==> src/mtnf_pkg.sv <==
// shared types and constants of the markup tag nesting filter
package mtnf_pkg;

	localparam int CfgIndexWidth = 3;
	localparam int CfgDataWidth  = 64;
	localparam int ElemWidth     = 7;
	localparam int DepthWidth    = 6;

	typedef enum logic [1:0] {
		OP_START = 2'd0,
		OP_END   = 2'd1,
		OP_TEXT  = 2'd2,
		OP_EOD   = 2'd3
	} op_t;

	typedef enum logic [2:0] {
		EV_OPEN     = 3'd0,
		EV_CLOSE    = 3'd1,
		EV_EMPTY    = 3'd2,
		EV_TEXT     = 3'd3,
		EV_OVERFLOW = 3'd4
	} ev_t;

	typedef enum logic [CfgIndexWidth-1:0] {
		CFG_SEL_LO     = 3'd0,
		CFG_SEL_HI     = 3'd1,
		CFG_SUP_LO     = 3'd2,
		CFG_SUP_HI     = 3'd3,
		CFG_STRIP_LO   = 3'd4,
		CFG_STRIP_HI   = 3'd5,
		CFG_SUP_DEF    = 3'd6,
		CFG_STRIP_TEXT = 3'd7
	} cfg_idx_t;

	typedef enum logic [2:0] {
		ST_IDLE,
		ST_DECIDE,
		ST_SRCH_RD,
		ST_SRCH_CMP,
		ST_POP_RD,
		ST_POP_DO,
		ST_FLUSH
	} st_t;

	typedef struct packed {
		logic                 suppressed;
		logic [ElemWidth-1:0] element;
	} stack_entry_t;

	typedef struct packed {
		logic         rd_en;
		logic         wr_en;
		stack_entry_t wr_data;
	} stk_ctl_t;

	typedef struct packed {
		logic sel;
		logic sup;
		logic strip;
		logic sup_default;
		logic strip_text;
	} cfg_flags_t;

	typedef struct packed {
		ev_t                   kind;
		logic [ElemWidth-1:0]  element;
		logic [DepthWidth-1:0] depth;
		logic                  last;
	} res_t;

endpackage

==> src/mtnf_if.sv <==
// channel interfaces: parser events, result events and configuration writes
interface mtnf_event_if import mtnf_pkg::*; ();
	logic                 valid;
	logic                 ready;
	op_t                  opcode;
	logic [ElemWidth-1:0] element;
	logic                 is_empty_element;
	logic                 tag_known;
	logic                 is_lone_newline;

	modport source (output valid, opcode, element, is_empty_element, tag_known,
		is_lone_newline, input ready);
	modport sink (input valid, opcode, element, is_empty_element, tag_known,
		is_lone_newline, output ready);
endinterface

interface mtnf_result_if import mtnf_pkg::*; ();
	logic                  valid;
	logic                  ready;
	ev_t                   event_kind;
	logic [ElemWidth-1:0]  element_out;
	logic [DepthWidth-1:0] depth;
	logic                  last;

	modport source (output valid, event_kind, element_out, depth, last, input ready);
	modport sink (input valid, event_kind, element_out, depth, last, output ready);
endinterface

interface mtnf_cfg_if import mtnf_pkg::*; ();
	logic                    valid;
	logic                    ready;
	cfg_idx_t                index;
	logic [CfgDataWidth-1:0] data;

	modport source (output valid, index, data, input ready);
	modport sink (input valid, index, data, output ready);
endinterface

==> src/markup_tag_nesting_filter.sv <==
// top level of the markup tag nesting filter
//
//   channel   modport   carries
//   events    sink      opcode, element, is_empty_element, tag_known, is_lone_newline
//   results   source    event_kind, element_out, depth, last
//   cfg       sink      index, data (always ready)
//
// an end tag searches the stack from the top, reading and checking each entry,
// then pops down to any match; end of document pops every entry; all stack
// reads use the single read port of the stack memory; events is ready only in
// the idle state; a held result waits in the output register while the next
// request is taken, and a full result path stalls the sequencer; reset clears
// the stack count, so the memory needs no clearing
module markup_tag_nesting_filter import mtnf_pkg::*; #(
	parameter int STACK_DEPTH   = 32,
	parameter int ELEMENT_COUNT = 128
) (
	input  logic          clk,
	input  logic          arst_n,
	mtnf_event_if.sink    events,
	mtnf_result_if.source results,
	mtnf_cfg_if.sink      cfg
);

	localparam int IW = $clog2(STACK_DEPTH);

	cfg_flags_t           flags;
	logic [ElemWidth-1:0] element;
	stk_ctl_t             stk;
	logic [IW-1:0]        wr_addr;
	logic [IW-1:0]        rd_addr;
	stack_entry_t         rd_data;

	mtnf_cfg #(
		.ELEMENT_COUNT (ELEMENT_COUNT)
	) u_cfg (
		.clk     (clk),
		.arst_n  (arst_n),
		.cfg     (cfg),
		.element (element),
		.flags   (flags)
	);

	mtnf_stack #(
		.DEPTH (STACK_DEPTH),
		.IW    (IW)
	) u_stack (
		.clk       (clk),
		.ctl       (stk),
		.wr_addr   (wr_addr),
		.rd_addr   (rd_addr),
		.rd_data_q (rd_data)
	);

	mtnf_ctrl #(
		.STACK_DEPTH (STACK_DEPTH),
		.IW          (IW)
	) u_ctrl (
		.clk     (clk),
		.arst_n  (arst_n),
		.events  (events),
		.results (results),
		.flags   (flags),
		.element (element),
		.stk     (stk),
		.wr_addr (wr_addr),
		.rd_addr (rd_addr),
		.rd_data (rd_data)
	);

endmodule

==> src/mtnf_cfg.sv <==
// configuration registers and element set lookup
module mtnf_cfg import mtnf_pkg::*; #(
	parameter int ELEMENT_COUNT = 128
) (
	input  logic                 clk,
	input  logic                 arst_n,
	mtnf_cfg_if.sink             cfg,
	input  logic [ElemWidth-1:0] element,
	output cfg_flags_t           flags
);

	localparam int EW = $clog2(ELEMENT_COUNT);

	logic [ELEMENT_COUNT-1:0] sel_q;
	logic [ELEMENT_COUNT-1:0] sup_q;
	logic [ELEMENT_COUNT-1:0] strip_q;
	logic                     sup_default_q;
	logic                     strip_text_q;
	logic                     in_range;
	logic [EW-1:0]            idx;
	logic                     wr;

	assign cfg.ready = 1'b1;
	assign wr = cfg.valid && cfg.ready;

	always_ff @(posedge clk or negedge arst_n) begin
		if (!arst_n) begin
			sel_q         <= '0;
			sup_q         <= '0;
			strip_q       <= '0;
			sup_default_q <= 1'b0;
			strip_text_q  <= 1'b0;
		end else if (wr) begin
			for (int b = 0; b < ELEMENT_COUNT; b++) begin
				if (b < 64) begin
					if (cfg.index == CFG_SEL_LO)   sel_q[b]   <= cfg.data[6'(b)];
					if (cfg.index == CFG_SUP_LO)   sup_q[b]   <= cfg.data[6'(b)];
					if (cfg.index == CFG_STRIP_LO) strip_q[b] <= cfg.data[6'(b)];
				end else begin
					if (cfg.index == CFG_SEL_HI)   sel_q[b]   <= cfg.data[6'(b)];
					if (cfg.index == CFG_SUP_HI)   sup_q[b]   <= cfg.data[6'(b)];
					if (cfg.index == CFG_STRIP_HI) strip_q[b] <= cfg.data[6'(b)];
				end
			end
			if (cfg.index == CFG_SUP_DEF)    sup_default_q <= cfg.data[0];
			if (cfg.index == CFG_STRIP_TEXT) strip_text_q  <= cfg.data[0];
		end
	end

	assign in_range = {1'b0, element} < 8'(ELEMENT_COUNT);
	assign idx      = element[EW-1:0];

	always_comb begin
		flags.sel         = in_range && sel_q[idx];
		flags.sup         = in_range && sup_q[idx];
		flags.strip       = in_range && strip_q[idx];
		flags.sup_default = sup_default_q;
		flags.strip_text  = strip_text_q;
	end

endmodule

==> src/mtnf_stack.sv <==
// nesting stack memory, one write and one registered read port
module mtnf_stack import mtnf_pkg::*; #(
	parameter int DEPTH = 32,
	parameter int IW    = 5
) (
	input  logic          clk,
	input  stk_ctl_t      ctl,
	input  logic [IW-1:0] wr_addr,
	input  logic [IW-1:0] rd_addr,
	output stack_entry_t  rd_data_q
);

	stack_entry_t mem [DEPTH];

	always_ff @(posedge clk) begin
		if (ctl.wr_en) begin
			mem[wr_addr] <= ctl.wr_data;
		end
	end

	always_ff @(posedge clk) begin
		if (ctl.rd_en) begin
			rd_data_q <= mem[rd_addr];
		end
	end

endmodule

==> src/mtnf_ctrl.sv <==
// sequencer: decides each request, searches and pops the stack, buffers results
module mtnf_ctrl import mtnf_pkg::*; #(
	parameter int STACK_DEPTH = 32,
	parameter int IW          = 5
) (
	input  logic                 clk,
	input  logic                 arst_n,
	mtnf_event_if.sink           events,
	mtnf_result_if.source        results,
	input  cfg_flags_t           flags,
	output logic [ElemWidth-1:0] element,
	output stk_ctl_t             stk,
	output logic [IW-1:0]        wr_addr,
	output logic [IW-1:0]        rd_addr,
	input  stack_entry_t         rd_data
);

	localparam int CW = $clog2(STACK_DEPTH + 1);

	st_t                  state_q, state_d;
	op_t                  op_q;
	logic [ElemWidth-1:0] elem_q;
	logic                 empty_q, known_q, lone_q;
	logic [CW-1:0]        count_q;
	logic [IW-1:0]        srch_q, match_q;
	logic                 pend_valid_q, out_valid_q;
	res_t                 pend_q, out_q;

	logic          accept, out_free, full, stack_nonempty, supp_now, supp_path;
	logic [IW-1:0] top_idx;
	logic          emit_req, stall, push, load_out, flush_load, hit;
	res_t          emit_r, load_r;

	assign accept         = events.valid && events.ready;
	assign events.ready   = state_q == ST_IDLE;
	assign out_free       = !out_valid_q || results.ready;
	assign full           = count_q == CW'(STACK_DEPTH);
	assign stack_nonempty = count_q != '0;
	assign top_idx        = IW'(count_q - 1'b1);
	assign supp_now       = stack_nonempty ? rd_data.suppressed : flags.sup_default;
	assign supp_path      = (supp_now && !flags.sel) || (!supp_now && flags.sup);
	assign hit            = rd_data.element == elem_q;
	assign element        = elem_q;

	// result and push decisions
	always_comb begin
		emit_req = 1'b0;
		emit_r   = '{kind: EV_OPEN, element: elem_q, depth: DepthWidth'(count_q), last: 1'b0};
		push     = 1'b0;
		case (state_q)
			ST_DECIDE: begin
				case (op_q)
					OP_START: begin
						if (!flags.strip) begin
							if (supp_path) begin
								if (!empty_q) begin
									if (full) begin
										emit_req    = 1'b1;
										emit_r.kind = EV_OVERFLOW;
									end else begin
										push = 1'b1;
									end
								end
							end else if (known_q) begin
								emit_req = 1'b1;
								if (full) begin
									emit_r.kind = EV_OVERFLOW;
								end else if (empty_q) begin
									emit_r.kind = EV_EMPTY;
								end else begin
									push         = 1'b1;
									emit_r.kind  = EV_OPEN;
									emit_r.depth = DepthWidth'(count_q + 1'b1);
								end
							end
						end
					end
					OP_TEXT: begin
						if (!(flags.strip_text || supp_now || lone_q)) begin
							emit_req       = 1'b1;
							emit_r.element = '0;
							emit_r.kind    = full ? EV_OVERFLOW : EV_TEXT;
						end
					end
					default: begin
						emit_req = 1'b0;
					end
				endcase
			end
			ST_POP_DO: begin
				emit_req       = !rd_data.suppressed;
				emit_r.kind    = EV_CLOSE;
				emit_r.element = rd_data.element;
				emit_r.depth   = DepthWidth'(count_q - 1'b1);
			end
			default: begin
				emit_req = 1'b0;
			end
		endcase
	end

	assign stall = emit_req && pend_valid_q && !out_free;

	// next state
	always_comb begin
		state_d = state_q;
		case (state_q)
			ST_IDLE: begin
				if (accept) state_d = ST_DECIDE;
			end
			ST_DECIDE: begin
				if (op_q == OP_END && !flags.strip && stack_nonempty) begin
					state_d = ST_SRCH_RD;
				end else if (op_q == OP_EOD && stack_nonempty) begin
					state_d = ST_POP_RD;
				end else if (!stall) begin
					state_d = ST_FLUSH;
				end
			end
			ST_SRCH_RD: begin
				state_d = ST_SRCH_CMP;
			end
			ST_SRCH_CMP: begin
				if (hit) begin
					state_d = ST_POP_RD;
				end else if (srch_q == '0) begin
					state_d = ST_FLUSH;
				end else begin
					state_d = ST_SRCH_RD;
				end
			end
			ST_POP_RD: begin
				state_d = ST_POP_DO;
			end
			ST_POP_DO: begin
				if (!stall) begin
					state_d = (top_idx == match_q) ? ST_FLUSH : ST_POP_RD;
				end
			end
			ST_FLUSH: begin
				if (!pend_valid_q || out_free) state_d = ST_IDLE;
			end
			default: begin
				state_d = ST_IDLE;
			end
		endcase
	end

	// stack port and output register controls
	always_comb begin
		stk.rd_en   = 1'b0;
		rd_addr     = top_idx;
		stk.wr_en   = push && !stall;
		stk.wr_data = '{suppressed: supp_path, element: elem_q};
		wr_addr     = IW'(count_q);
		flush_load  = 1'b0;
		load_out    = 1'b0;
		load_r      = pend_q;
		case (state_q)
			ST_IDLE: begin
				stk.rd_en = accept && stack_nonempty;
			end
			ST_SRCH_RD: begin
				stk.rd_en = 1'b1;
				rd_addr   = srch_q;
			end
			ST_POP_RD: begin
				stk.rd_en = 1'b1;
			end
			ST_FLUSH: begin
				flush_load  = pend_valid_q && out_free;
				load_out    = flush_load;
				load_r.last = 1'b1;
			end
			default: begin
				load_out = emit_req && pend_valid_q && out_free;
			end
		endcase
	end

	always_ff @(posedge clk or negedge arst_n) begin
		if (!arst_n) begin
			state_q      <= ST_IDLE;
			count_q      <= '0;
			pend_valid_q <= 1'b0;
			out_valid_q  <= 1'b0;
		end else begin
			state_q <= state_d;
			if (stk.wr_en) begin
				count_q <= count_q + 1'b1;
			end else if (state_q == ST_POP_DO && !stall) begin
				count_q <= count_q - 1'b1;
			end
			if (emit_req && !stall) begin
				pend_valid_q <= 1'b1;
			end else if (flush_load) begin
				pend_valid_q <= 1'b0;
			end
			if (load_out) begin
				out_valid_q <= 1'b1;
			end else if (results.ready) begin
				out_valid_q <= 1'b0;
			end
		end
	end

	always_ff @(posedge clk) begin
		if (accept) begin
			op_q    <= events.opcode;
			elem_q  <= events.element;
			empty_q <= events.is_empty_element;
			known_q <= events.tag_known;
			lone_q  <= events.is_lone_newline;
		end
		if (state_q == ST_DECIDE) begin
			srch_q  <= top_idx;
			match_q <= '0;
		end else if (state_q == ST_SRCH_CMP) begin
			if (hit) begin
				match_q <= srch_q;
			end else begin
				srch_q <= srch_q - 1'b1;
			end
		end
		if (emit_req && !stall) pend_q <= emit_r;
		if (load_out) out_q <= load_r;
	end

	assign results.valid       = out_valid_q;
	assign results.event_kind  = out_q.kind;
	assign results.element_out = out_q.element;
	assign results.depth       = out_q.depth;
	assign results.last        = out_q.last;

endmodule
==> src/flat_wrapper.sv <==
// flat-port wrapper written by rule: the top's interface ports become plain ports
module markup_tag_nesting_filter_flat import mtnf_pkg::*;
#(
	parameter int STACK_DEPTH   = 32,
	parameter int ELEMENT_COUNT = 128
)
  (clk, arst_n, events_valid, events_opcode, events_element, events_is_empty_element, events_tag_known, events_is_lone_newline, events_ready, results_valid, results_event_kind, results_element_out, results_depth, results_last, results_ready, cfg_valid, cfg_index, cfg_data, cfg_ready);
  mtnf_event_if events_i ();
  mtnf_result_if results_i ();
  mtnf_cfg_if cfg_i ();
  input  logic clk;
  input  logic arst_n;
  input wire logic [$bits(events_i.valid)-1:0] events_valid;
  input wire logic [$bits(events_i.opcode)-1:0] events_opcode;
  input wire logic [$bits(events_i.element)-1:0] events_element;
  input wire logic [$bits(events_i.is_empty_element)-1:0] events_is_empty_element;
  input wire logic [$bits(events_i.tag_known)-1:0] events_tag_known;
  input wire logic [$bits(events_i.is_lone_newline)-1:0] events_is_lone_newline;
  output wire logic [$bits(events_i.ready)-1:0] events_ready;
  output wire logic [$bits(results_i.valid)-1:0] results_valid;
  output wire logic [$bits(results_i.event_kind)-1:0] results_event_kind;
  output wire logic [$bits(results_i.element_out)-1:0] results_element_out;
  output wire logic [$bits(results_i.depth)-1:0] results_depth;
  output wire logic [$bits(results_i.last)-1:0] results_last;
  input wire logic [$bits(results_i.ready)-1:0] results_ready;
  input wire logic [$bits(cfg_i.valid)-1:0] cfg_valid;
  input wire logic [$bits(cfg_i.index)-1:0] cfg_index;
  input wire logic [$bits(cfg_i.data)-1:0] cfg_data;
  output wire logic [$bits(cfg_i.ready)-1:0] cfg_ready;
  assign events_i.valid = events_valid;
  assign events_i.opcode = events_opcode;
  assign events_i.element = events_element;
  assign events_i.is_empty_element = events_is_empty_element;
  assign events_i.tag_known = events_tag_known;
  assign events_i.is_lone_newline = events_is_lone_newline;
  assign events_ready = events_i.ready;
  assign results_valid = results_i.valid;
  assign results_event_kind = results_i.event_kind;
  assign results_element_out = results_i.element_out;
  assign results_depth = results_i.depth;
  assign results_last = results_i.last;
  assign results_i.ready = results_ready;
  assign cfg_i.valid = cfg_valid;
  assign cfg_i.index = cfg_index;
  assign cfg_i.data = cfg_data;
  assign cfg_ready = cfg_i.ready;
  markup_tag_nesting_filter #(.STACK_DEPTH(STACK_DEPTH), .ELEMENT_COUNT(ELEMENT_COUNT)) u_core (.clk(clk), .arst_n(arst_n), .events(events_i), .results(results_i), .cfg(cfg_i));
endmodule
==> config.mk <==
export PLATFORM = sky130hd
export DESIGN_NAME = markup_tag_nesting_filter_flat
export DESIGN_NICKNAME = d
export VERILOG_FILES = /design/src/mtnf_pkg.sv /design/src/mtnf_if.sv /design/src/markup_tag_nesting_filter.sv /design/src/mtnf_cfg.sv /design/src/mtnf_stack.sv /design/src/mtnf_ctrl.sv /design/src/flat_wrapper.sv
export SDC_FILE = /design/constraint.sdc
export NUM_CORES = 1
export LEC_CHECK = 0
export ABC_AREA = 0
export ABC_CLOCK_PERIOD_IN_PS = 8550
export BUFFER_PORTS_ARGS = -buffer_cell sky130_fd_sc_hd__buf_2
export CORE_ASPECT_RATIO = 0.6
export CORE_MARGIN = 5
export CORE_UTILIZATION = 65
export DETAILED_ROUTE_END_ITERATION = 12
export PLACE_DENSITY = 0.84
export SLEW_MARGIN = 20
export SYNTH_ARGS = -nofsm -noshare
export SYNTH_HDL_FRONTEND = slang
export SYNTH_HIERARCHICAL = 1
export SYNTH_SLANG_ARGS = --single-unit
==> constraint.sdc <==
create_clock -name clk -period 8.55 [get_ports clk]
set_clock_uncertainty 0.05 [all_clocks]
set_input_delay 1.71 -clock clk [delete_from_list [all_inputs] [get_ports clk]]
set_output_delay 1.71 -clock clk [all_outputs]
set_load 0.005 [all_outputs]
## Yosys cells after proc, flatten, opt, wreduce, memory -nomap -nowiden

Memories as Yosys holds them, arrays and structs flattened. A register that Yosys moved wholly into a read port is not among the register bits.
Index checks and enable logic that the tools add are counted.

| storage, ports and cells | value |
|---|---|
| bits in registers | 260 |
| RAM bits | 256 |
| bits of input ports | 84 |
| output and inout port bits | 20 |
| word-level logic and storage cells | 171 |
| memories kept | 1 |

| operators by class | value |
|---|---|
| add/subtract/negate cells | 3 |
| order comparisons | 1 |
| eq/ne operators | 24 |
| mux-type cells | 67 |
| reductions and logical operators | 49 |

Memories:

| memory | depth | bits a word | rd ports | clocked after Yosys merged registers in | write ports | line | text |
|---|---|---|---|---|---|---|---|
| u_core.u_stack.mem | 32 | 8 | 1 | 1 | 1 | mtnf_stack.sv:13 | `stack_entry_t mem [DEPTH];` |

Operator list:

| cell | number |
|---|---|
| 2-to-1 mux 6 bit | 8 |
| 2-to-1 mux 3 bit | 15 |
| case mux 16 bit (2 select lines) | 1 |
| 2-to-1 mux 1 bit | 26 |
| binary-select mux 1 bit (select 7 bit) | 3 |
| == test 3 bit, second input constant | 7 |
| case mux 3 bit (7 select lines) | 1 |
| 2-to-1 mux 5 bit | 4 |
| AND reduction 2 bit | 10 |
| logical AND 1 bit | 14 |
| == test 3 x 2 -> 1 bit, second input constant | 4 |
| 2-to-1 mux 10 bit | 1 |
| logical NOT 1 bit | 8 |
| < comparator 7 x 8 -> 1 bit, second input constant | 1 |
| case mux 1 bit (2 select lines) | 4 |
| nonzero test 2 bit | 4 |
| == test 7 bit | 1 |
| 2-to-1 mux 7 bit | 1 |
| adder 6 x 1 -> 6 bit, second input constant | 1 |
| == test 3 x 1 -> 1 bit, second input constant | 2 |
| == test 6 bit, second input constant | 1 |
| logical NOT 3 bit | 2 |
| case mux 3 bit (2 select lines) | 1 |
| nonzero test 6 bit | 1 |
| 15 further kinds | 23 |

## Logic depth before layout (Yosys ltp)

Gate-level depths: netlist of the first run.

| logic depth | value |
|---|---|
| word-level depth | 15 |
| mapped depth | 18 |
| mapped depth without buffers | 14 |

## Cells and area by module

The synthesis of the first run kept the hierarchy.

By module, submodules not included:

| module | instances | cells each | area each (um^2) | sequential area each (um^2) |
|---|---|---|---|---|
| mtnf_stack | 1 | 417 | 10,133.5 | 7,927.6 |
| mtnf_cfg | 1 | 550 | 8,869.8 | 4,854.7 |
| mtnf_ctrl | 1 | 317 | 3,425.8 | 1,876.8 |

## Least setup slack after synthesis of the first run

Ideal clock, no wire load.

| path | value |
|---|---|
| path kind | register to register |
| start | register u_core.u_ctrl.elem_q[1] (netlist: u_core/u_ctrl/element[1]) |
| end | memory u_core/u_stack/mem[0][0] (netlist name) (enable) |
| setup time | 370 ps |
| arrival | 4,293 ps |
| required time | 8,130 ps |
| setup slack | 3,837 ps |
| cell stages (with the launch flop) | 17 |
| path buffers | 3 |
| period minus slack after synthesis | 4,713 ps |
| cell sequence | edfxtp_1 -> buf_6 -> buf_2 -> mux4_2 -> mux2i_1 -> mux2i_1 -> o221ai_1 -> o221ai_1 -> nor3_1 -> o21ai_0 -> or3_4 -> and2_2 -> or2_2 -> nor2_1 -> or3b_2 -> clkbuf_1 -> nor2_1 |

RTL lines:

| element | line | text |
|---|---|---|
| start: declaration | mtnf_ctrl.sv:22 | `logic [ElemWidth-1:0] elem_q;` |
| start signal: assignment | mtnf_ctrl.sv:210 | `elem_q <= events.element;` |
| end: declaration | mtnf_stack.sv:13 |  |

==> results of run 1 <==
[worst reg2reg max path, stage by stage, from the launching register on]
cell and delay, ns:
edfxtp_1 1.08, buf_4 0.51, mux4_2 0.36, nor3b_1 0.25, a21oi_1 0.09, o221ai_1 0.21, o221ai_1 0.34, nor3_1 0.38
o21ai_0 0.17, or3_4 0.38, and2_2 0.19, or2_2 0.32, nor2_1 0.24, or3b_2 0.65, nor2_1 0.72
[logic make-up (layout without fill, tap and decap cells)]
logic type,Yosys count,count (layout),share of synthesized area
AOI/OAI and AO/OA,86,86,0.0267
buffers and inverters,98,191,0.0232
DFF,524,524,0.654
and+or+nand+nor,193,193,0.0438
adders and majority gates,3,3,0.00167
xor gates and xnor gates,24,24,0.00937
other,1,1,0.000167
muxes,355,355,0.242
[layer usage]
metal  GRT usage  vias to the layer above
met4      0.0556                        0
li1            -                     5124
met1       0.410                     6495
met5           0                        -
met2       0.388                      657
met3       0.105                       98
[final cells by class]
cell class                 count  area, µm²  area share
timing repair buffer          96        584      0.0237
tap                          459        574      0.0233
inverter                      12       45.0     0.00183
clock inverter                21        199     0.00808
multi-input combinational    662       7290       0.296
clock buffer                  62       1270      0.0517
sequential                   524      14700       0.595
[cells in the mapped netlist, drive strengths merged (3+ instances only)]
cell	instances
a211oi	5
a21oi	22
a221o	3
a22o	8
a22oi	4
a31oi	4
and2	6
buf	53
clkbuf	33
dfrtp	205
dfxtp	5
edfxtp	314
ha	3
inv	11
mux2	205
mux2i	22
mux4	128
nand2	36
nand2b	7
nand3	13
nand3b	7
nand4	4
nand4b	5
nor2	73
nor2b	6
nor3	11
nor3b	4
o21a	3
o21ai	15
o221ai	5
o22ai	4
or3	5
or3b	3
xnor2	13
xor2	11
[sequential cells by signal (all words and copies together), names as in the netlist, 3 cells and up]
register and flops:
u_core/u_cfg/sel_q 64, u_core/u_cfg/strip_q 64, u_core/u_cfg/sup_q 64, u_core/u_ctrl/count_q 6, u_core/u_ctrl/element 7, u_core/u_ctrl/load_r 16
u_core/u_ctrl/match_q 5, u_core/u_ctrl/results.depth 6, u_core/u_ctrl/results.element_out 7, u_core/u_ctrl/results.event_kind 3, u_core/u_ctrl/srch_q 5, u_core/u_ctrl/state_q 3
u_core/u_stack/mem 256, u_core/u_stack/rd_data_q 8
[cells in the final DEF, fill, tap and decap left out, drive strengths merged, types with 6 or more instances in the layout]
master | Yosys | routed
nand2 | 36 | 36
a21oi | 22 | 22
mux2 | 205 | 205
edfxtp | 314 | 314
dfrtp | 205 | 205
nand3b | 7 | 7
nand2b | 7 | 7
mux4 | 128 | 128
nand3 | 13 | 13
nor3 | 11 | 11
and2 | 6 | 6
o21ai | 15 | 15
clkinv | 1 | 16
xor2 | 11 | 11
inv | 11 | 12
buf | 53 | 96
a22o | 8 | 8
xnor2 | 13 | 13
clkbuf | 33 | 62
nor2b | 6 | 6
nor2 | 73 | 73
mux2i | 22 | 22
[power by group through the flow]
stage | Clock [mW] | Combinational (mW) | Sequential (mW)
detailed placement | 0 | 2.46 | 3.41
global route | 2.18 | 2.67 | 3.41
finish | 2.04 | 2.51 | 3.38
CTS | 2.08 | 2.49 | 3.37
floorplan | 0 | 1.86 | 3.29
global placement | 0 | 2.38 | 3.39
[worst min path at each step]
stage / from / cells after the start / endpoint
3_3_place_gp: u_core/u_ctrl/load_r[5] / 0 / u_core/u_ctrl/results.depth[4]
3_5_place_dp: u_core/u_ctrl/load_r[2] / 0 / u_core/u_ctrl/results.depth[1]
6_report: u_core/u_ctrl/load_r[2] / 0 / u_core/u_ctrl/results.depth[1]
2_1_floorplan: u_core/u_ctrl/load_r[1] / 0 / u_core/u_ctrl/results.depth[0]
5_1_grt: u_core/u_ctrl/load_r[2] / 0 / u_core/u_ctrl/results.depth[1]
4_1_cts: u_core/u_ctrl/load_r[2] / 0 / u_core/u_ctrl/results.depth[1]
==> run_results.csv, run 1 <==
group,metric,value,unit
synth,seq_area_frac_synth,0.654,
floorplan,die_y,154,µm
critical_path,path_buf_inv,1,
synth,ys_warn_count,6,
place,placed_area,23100,µm²
critical_path,crit_end,"u_core/u_stack/mem[28][3]",
clock_tree,postCtsHoldBufs,0,
synth,synth_area_per_cell,17.5,µm²
critical_path,cp_num_cells,14,
place,io_buffers,70,
sta,tns,0,ns
place,place_hpwl,33.3,mm
critical_path,slowest_delay,1.08,ns
finish,nFillCells,1990,
global_routing,grt_pass1_vias,12669,
clock_tree,clk_pin_slew,0.07,ns
place,dp_cells,1753,
pwr,pwr-share-comb,0.316,
clock_tree,cts_sinks,524,
clock_tree,clk_latency,0.56,ns
synth,synth-edff-count,314,
sta,grt_setup_unrepaired,"false",
clock_tree,cts_tree,"built",
floorplan,fp-row-count,52,
pwr,leakagePower,8.90,nW
clock_tree,cts_buffers,46,
pwr,swShare,0.309,
synth,synth_cells,1284,
floorplan,die_w,250,µm
critical_path,start_kind,"flip-flop",
route,drtAntennaViolNets,0,
critical_path,path_cells,"buf_4 > mux4_2 > nor3b_1 > a21oi_1 > o221ai_1 > o221ai_1 > nor3_1 > o21ai_0 > or3_4 > and2_2 > or2_2 > nor2_1 > or3b_2 > nor2_1",
synth,synth.area.top_cells,"edfxtp_1, dfrtp_1, mux4_2, mux2_2, nor2_1",
finish,final_nets,1429,
finish,layout.cells.non_filler,1836,
floorplan,initial_core_util,0.662,
flow_run,drv_cap,0,
critical_path,end_kind,"flip-flop",
synth,async_flop_share,0.391,
sta,holdWs,0.369,ns
global_routing,grt_usage,0.272,
critical_path,arrival,6.44,ns
route,drt-total-wl,51.8,mm
synth,yosysTopAreaCell,"edfxtp_1",
place,place_ws,2.51,ns
critical_path,rr_worst_depth,14,
route,drc,0,
critical_path,worstSetupPathType,"flip-flop to flip-flop",
sta,finalCritPeriodShare,0.739,
synth,synth-seq-cells,524,
floorplan,dieArea,38400,µm²
route,drt-vias-per-instance,6.74,
sta,period_needed,6.31,ns
critical_path,r2r_slack,2.24,ns
finish,final_layout_size_suffix_gt1_frac,0.376,
pwr,clockPowerShare,0.258,
route,vias,12374,
floorplan,core_area,33900,µm²
pwr,p_int,5.48,mW
critical_path,reg2reg_from,"u_core/u_ctrl/element[2]",
global_routing,grt_pass1_wl,78.9,mm
pwr,p_switching,2.45,mW
sta,max_slew_margin,0.264,
sta,worst_pin_slew,1.10,ns
finish,final_cell_area,24600,µm²
critical_path,cp.required,8.68,ns
pwr,seqPwrFrac,0.426,
clock_tree,cts-resized-gates,0,
route,avgRoutedWirePerCell,28.2,µm
route,wl_met3,6.69,mm
critical_path,crit_family,"simple AND/OR/NAND/NOR gates",
route,first_pass_iters,5,
critical_path,slowest_stage,"edfxtp_1",
min_path,hold_class,"flip-flop to flip-flop",
critical_path,worst-path-max-fanout,27,
clock_tree,htree_levels,2,
sta,max_freq,158,MHz
critical_path,r2r-end,"u_core/u_stack/mem[28][3]",
clock_tree,clk_path_buf_depth,3,
synth,synth_top_flop_cell,"edfxtp_1",
sta,drv_slew,0,
sta,hold_viol,0,
route,top_layer,"met4",
synth,synth_top_cell_area_share,0.420,
clock_tree,post-cts-setup-buffers,0,
finish,antenna_cells,0,
route,drt-met1-wl,21.1,mm
pwr,report.power.total,7.93,mW
global_routing,antenna_found_initial,2,
clock_tree,clockRootBuffer,"clkbuf_16",
sta,finalWorstSetupSlack,2.24,ns
status,run_status,"complete, no violations",
route,wl_met2,22.9,mm
finish,final_util,0.726,
global_routing,grt_max_degree,128,
synth,synth_nets,1371,
synth,synth_cell_type_count,72,
place,routabilityCongestion,0.864,
finish,area_delta_synth_final,9.80,%
pwr,p_per_area,322,nW/µm²
route,dr.first_iter.drc_count,1442,
pwr,irDropWorstVdd,272,µV
sta,setup_viol,0,
floorplan,io_pins,104,
global_routing,gr-total-overflow,0,
synth,synth_area,22400,µm²
critical_path,startpoint,"u_core/u_ctrl/element[2]",
(Power assumes the default switching activity.)
==> run 2: changes to the inputs <==
Settings changed: ABC_AREA 0 to 1, ABC_CLOCK_PERIOD_IN_PS 8550 to 6430, CORE_UTILIZATION 65 to 62, PLACE_DENSITY 0.84 to 0.8.
Clock period 8.55 ns to 6.43 ns, I/O delays scaled along.
==> run_results.csv, run 2 <==
group,metric,value,unit
synth,synthTopCellsByCount,"nand2_1, nand3_1, edfxtp_1, dfrtp_1, o21ai_0",
synth,synth-compound-area-share,0.0558,
floorplan,core_area,37400,µm²
floorplan,die_w,260,µm
clock_tree,clk_path_buf_depth,3,
global_routing,grt_pass1_wl,89.9,mm
sta,worst_pin_slew,1.11,ns
synth,synth-seq-cells,524,
critical_path,reg2reg_from,"u_core/u_ctrl/element[1]",
min_path,min_from,"u_core/u_ctrl/load_r[2]",
critical_path,arrival,5.43,ns
finish,final_util,0.670,
clock_tree,cts-resized-gates,0,
critical_path,worstSetupPathType,"flip-flop to flip-flop",
finish,final_cell_area,25000,µm²
clock_tree,cts_tree,"built",
clock_tree,post-cts-setup-buffers,0,
sta,finalCritPeriodShare,0.825,
synth,seq_area_frac_synth,0.630,
synth,synthSimpleGateAreaFrac,0.246,
sta,tns,0,ns
pwr,p_per_area,461,nW/µm²
route,drt-total-wl,56.5,mm
synth,ys_warn_count,6,
pwr,leakagePower,10.6,nW
finish,final_layout_size_suffix_gt1_frac,0.0786,
sta,setup_viol,0,
synth,synth_area_per_cell,9.62,µm²
route,vias,17438,
clock_tree,postCtsHoldBufs,0,
sta,max_freq,189,MHz
synth,synthAdderAreaFrac,0.00161,
route,dr.first_iter.drc_count,2233,
synth,synth_top_cell_area_share,0.405,
route,drc,0,
global_routing,antenna_found_initial,0,
global_routing,grt_max_degree,170,
finish,max_flop_register,"u_core/u_stack/mem",
global_routing,gr-total-overflow,0,
finish,largest_register_ff_count,256,
clock_tree,clk_latency,0.56,ns
finish,area_delta_synth_final,7.57,%
synth,synth_top_flop_cell,"edfxtp_1",
synth,synth_area,23300,µm²
synth,synth_top_family_by_area,"simple AND/OR/NAND/NOR gates",
critical_path,cp.required,6.56,ns
floorplan,initial_core_util,0.623,
place,place_hpwl,34.6,mm
flow_run,drv_cap,0,
floorplan,die_y,160,µm
synth,synth.mux.area_fraction,0,
clock_tree,clk_pin_slew,0.06,ns
finish,antenna_cells,0,
critical_path,start_kind,"flip-flop",
critical_path,r2r_slack,1.13,ns
route,first_pass_iters,6,
min_path,hold_class,"flip-flop to flip-flop",
critical_path,startpoint,"u_core/u_ctrl/element[1]",
critical_path,end_kind,"flip-flop",
clock_tree,htree_levels,2,
route,avgRoutedWirePerCell,19.1,µm
finish,multi_input_area,7340,µm²
global_routing,grt_usage,0.270,
floorplan,fp-row-count,55,
place,placed_area,23600,µm²
synth,synth.area.top_cells,"edfxtp_1, dfrtp_1, nand2_1, nand3_1, o21ai_0",
sta,hold_viol,0,
synth,synth_nets,2505,
critical_path,worst-path-max-fanout,48,
synth,yosysTopAreaCell,"edfxtp_1",
sta,max_slew_margin,0.258,
finish,layout_commonest_cell,"nand2_1",
pwr,report.power.total,11.6,mW
route,drtAntennaViolNets,0,
synth,synth-edff-count,314,
floorplan,io_pins,104,
pwr,irDropWorstVdd,510,µV
floorplan,dieArea,41600,µm²
finish,final_nets,2496,
synth,synth_cell_type_count,41,
sta,period_needed,5.30,ns
synth,synth.most_common_cell,"nand2_1",
place,routabilityCongestion,0.907,
clock_tree,cts_buffers,47,
finish,nFillCells,2768,
sta,grt_setup_unrepaired,"false",
synth,synth_xor_area_frac,0.00935,
sta,drv_slew,0,
finish,final_cell_mix,"nand2_1, nand3_1, edfxtp_1, dfrtp_1, o21ai_0",
clock_tree,clockRootBuffer,"clkbuf_16",
route,drt-vias-per-instance,5.90,
clock_tree,cts_sinks,524,
place,io_buffers,70,
finish,seq_area,14700,µm²
status,run_status,"complete, no violations",
synth,async_flop_share,0.391,
synth,synth_cells,2418,
global_routing,grt_pass1_vias,16844,
run 2: cell count changes in the layout (fill, tap and decap cells not counted), moves of 21 or more:
| cell | before | now |
|---|---|---|
| inv_1 | 11 | 97 |
| nand3_1 | 13 | 378 |
| nand2_1 | 36 | 893 |
| mux2i_1 | 22 | 0 |
| mux2_2 | 202 | 0 |
| o21ai_1 | 1 | 24 |
| nor2_1 | 73 | 52 |
| mux4_2 | 126 | 0 |
| o21ai_0 | 13 | 199 |
run 2: cell type report:
| cell class | count | share of cell area |
|---|---|---|
| clock inverters | 18 | 0.00420 |
| well taps | 513 | 0.0256 |
| multi-input cells | 1639 | 0.293 |
| inverters | 107 | 0.0164 |
| flip-flops and latches | 524 | 0.586 |
| repair buffers | 90 | 0.0213 |
| clock buffers | 66 | 0.0535 |
run 2: path summary, 6_finish.rpt:
path	end	cells past startpoint
setup / recovery	u_core/u_stack/mem[13][1]	18
hold / removal	u_core/u_ctrl/results.depth[1]	0
setup reg to reg	u_core/u_stack/mem[13][1]	18
hold reg to reg	u_core/u_ctrl/results.depth[1]	0
max in group asynchronous	u_core/u_cfg/sel_q[66]	2
min in group asynchronous	u_core/u_cfg/sel_q[20]	1
run 2: cells by family after synthesis:
| family | count (synthesis) |
|---|---|
| AOI/OAI and AO/OA | 252 |
| xor gates and xnor gates | 24 |
| adders and majority gates | 3 |
| buffers and inverters | 255 |
| DFF | 524 |
| other | 1 |
| and+or+nand+nor | 1359 |
run 2: routing by layer:
| metal | vias up | GRT usage | part of all wire |
|---|---|---|---|
| li1 | 8048 | - | - |
| met4 | 0 | 0.0696 | 0.022 |
| met1 | 8352 | 0.409 | 0.43 |
| met3 | 117 | 0.0649 | 0.11 |
| met5 | - | 0 | 0 |
| met2 | 921 | 0.398 | 0.44 |
run 2: through the flow:
| stage | hold slack [ns] | std cells | worst slack, ns |
|---|---|---|---|
| finish | 0.372 | 2957 | 1.13 |
| global route | 0.378 | 2957 | 0.965 |
| CTS | 0.373 | 2957 | 1.37 |
| detailed placement | 0.360 | 2873 | 1.41 |
| global placement | 0.351 | 2873 | 1.53 |
| floorplan | 0.350 | 2418 | 3.16 |
run 2: worst max-delay path: stages (launching register included):
cell and delay, ns:
edfxtp_1 0.36, buf_4 0.29, inv_2 0.82, nand3_1 0.18
nand3_1 0.24, nand2_1 0.08, nand2_1 0.06, nand3_1 0.16
nand4_1 0.16, nand2_1 0.08, inv_1 0.11, nand2_1 0.08
nor2_1 0.24, nand4_1 0.28, inv_1 0.17, nand2_2 0.08
inv_2 0.11, nand3_1 0.48, nor2_1 0.85
run 2: where the power goes:
part | internal (mW) | switching [mW]
Sequential | 4.15 | 0.298
Clock | 1.49 | 1.19
Combinational | 1.23 | 3.20
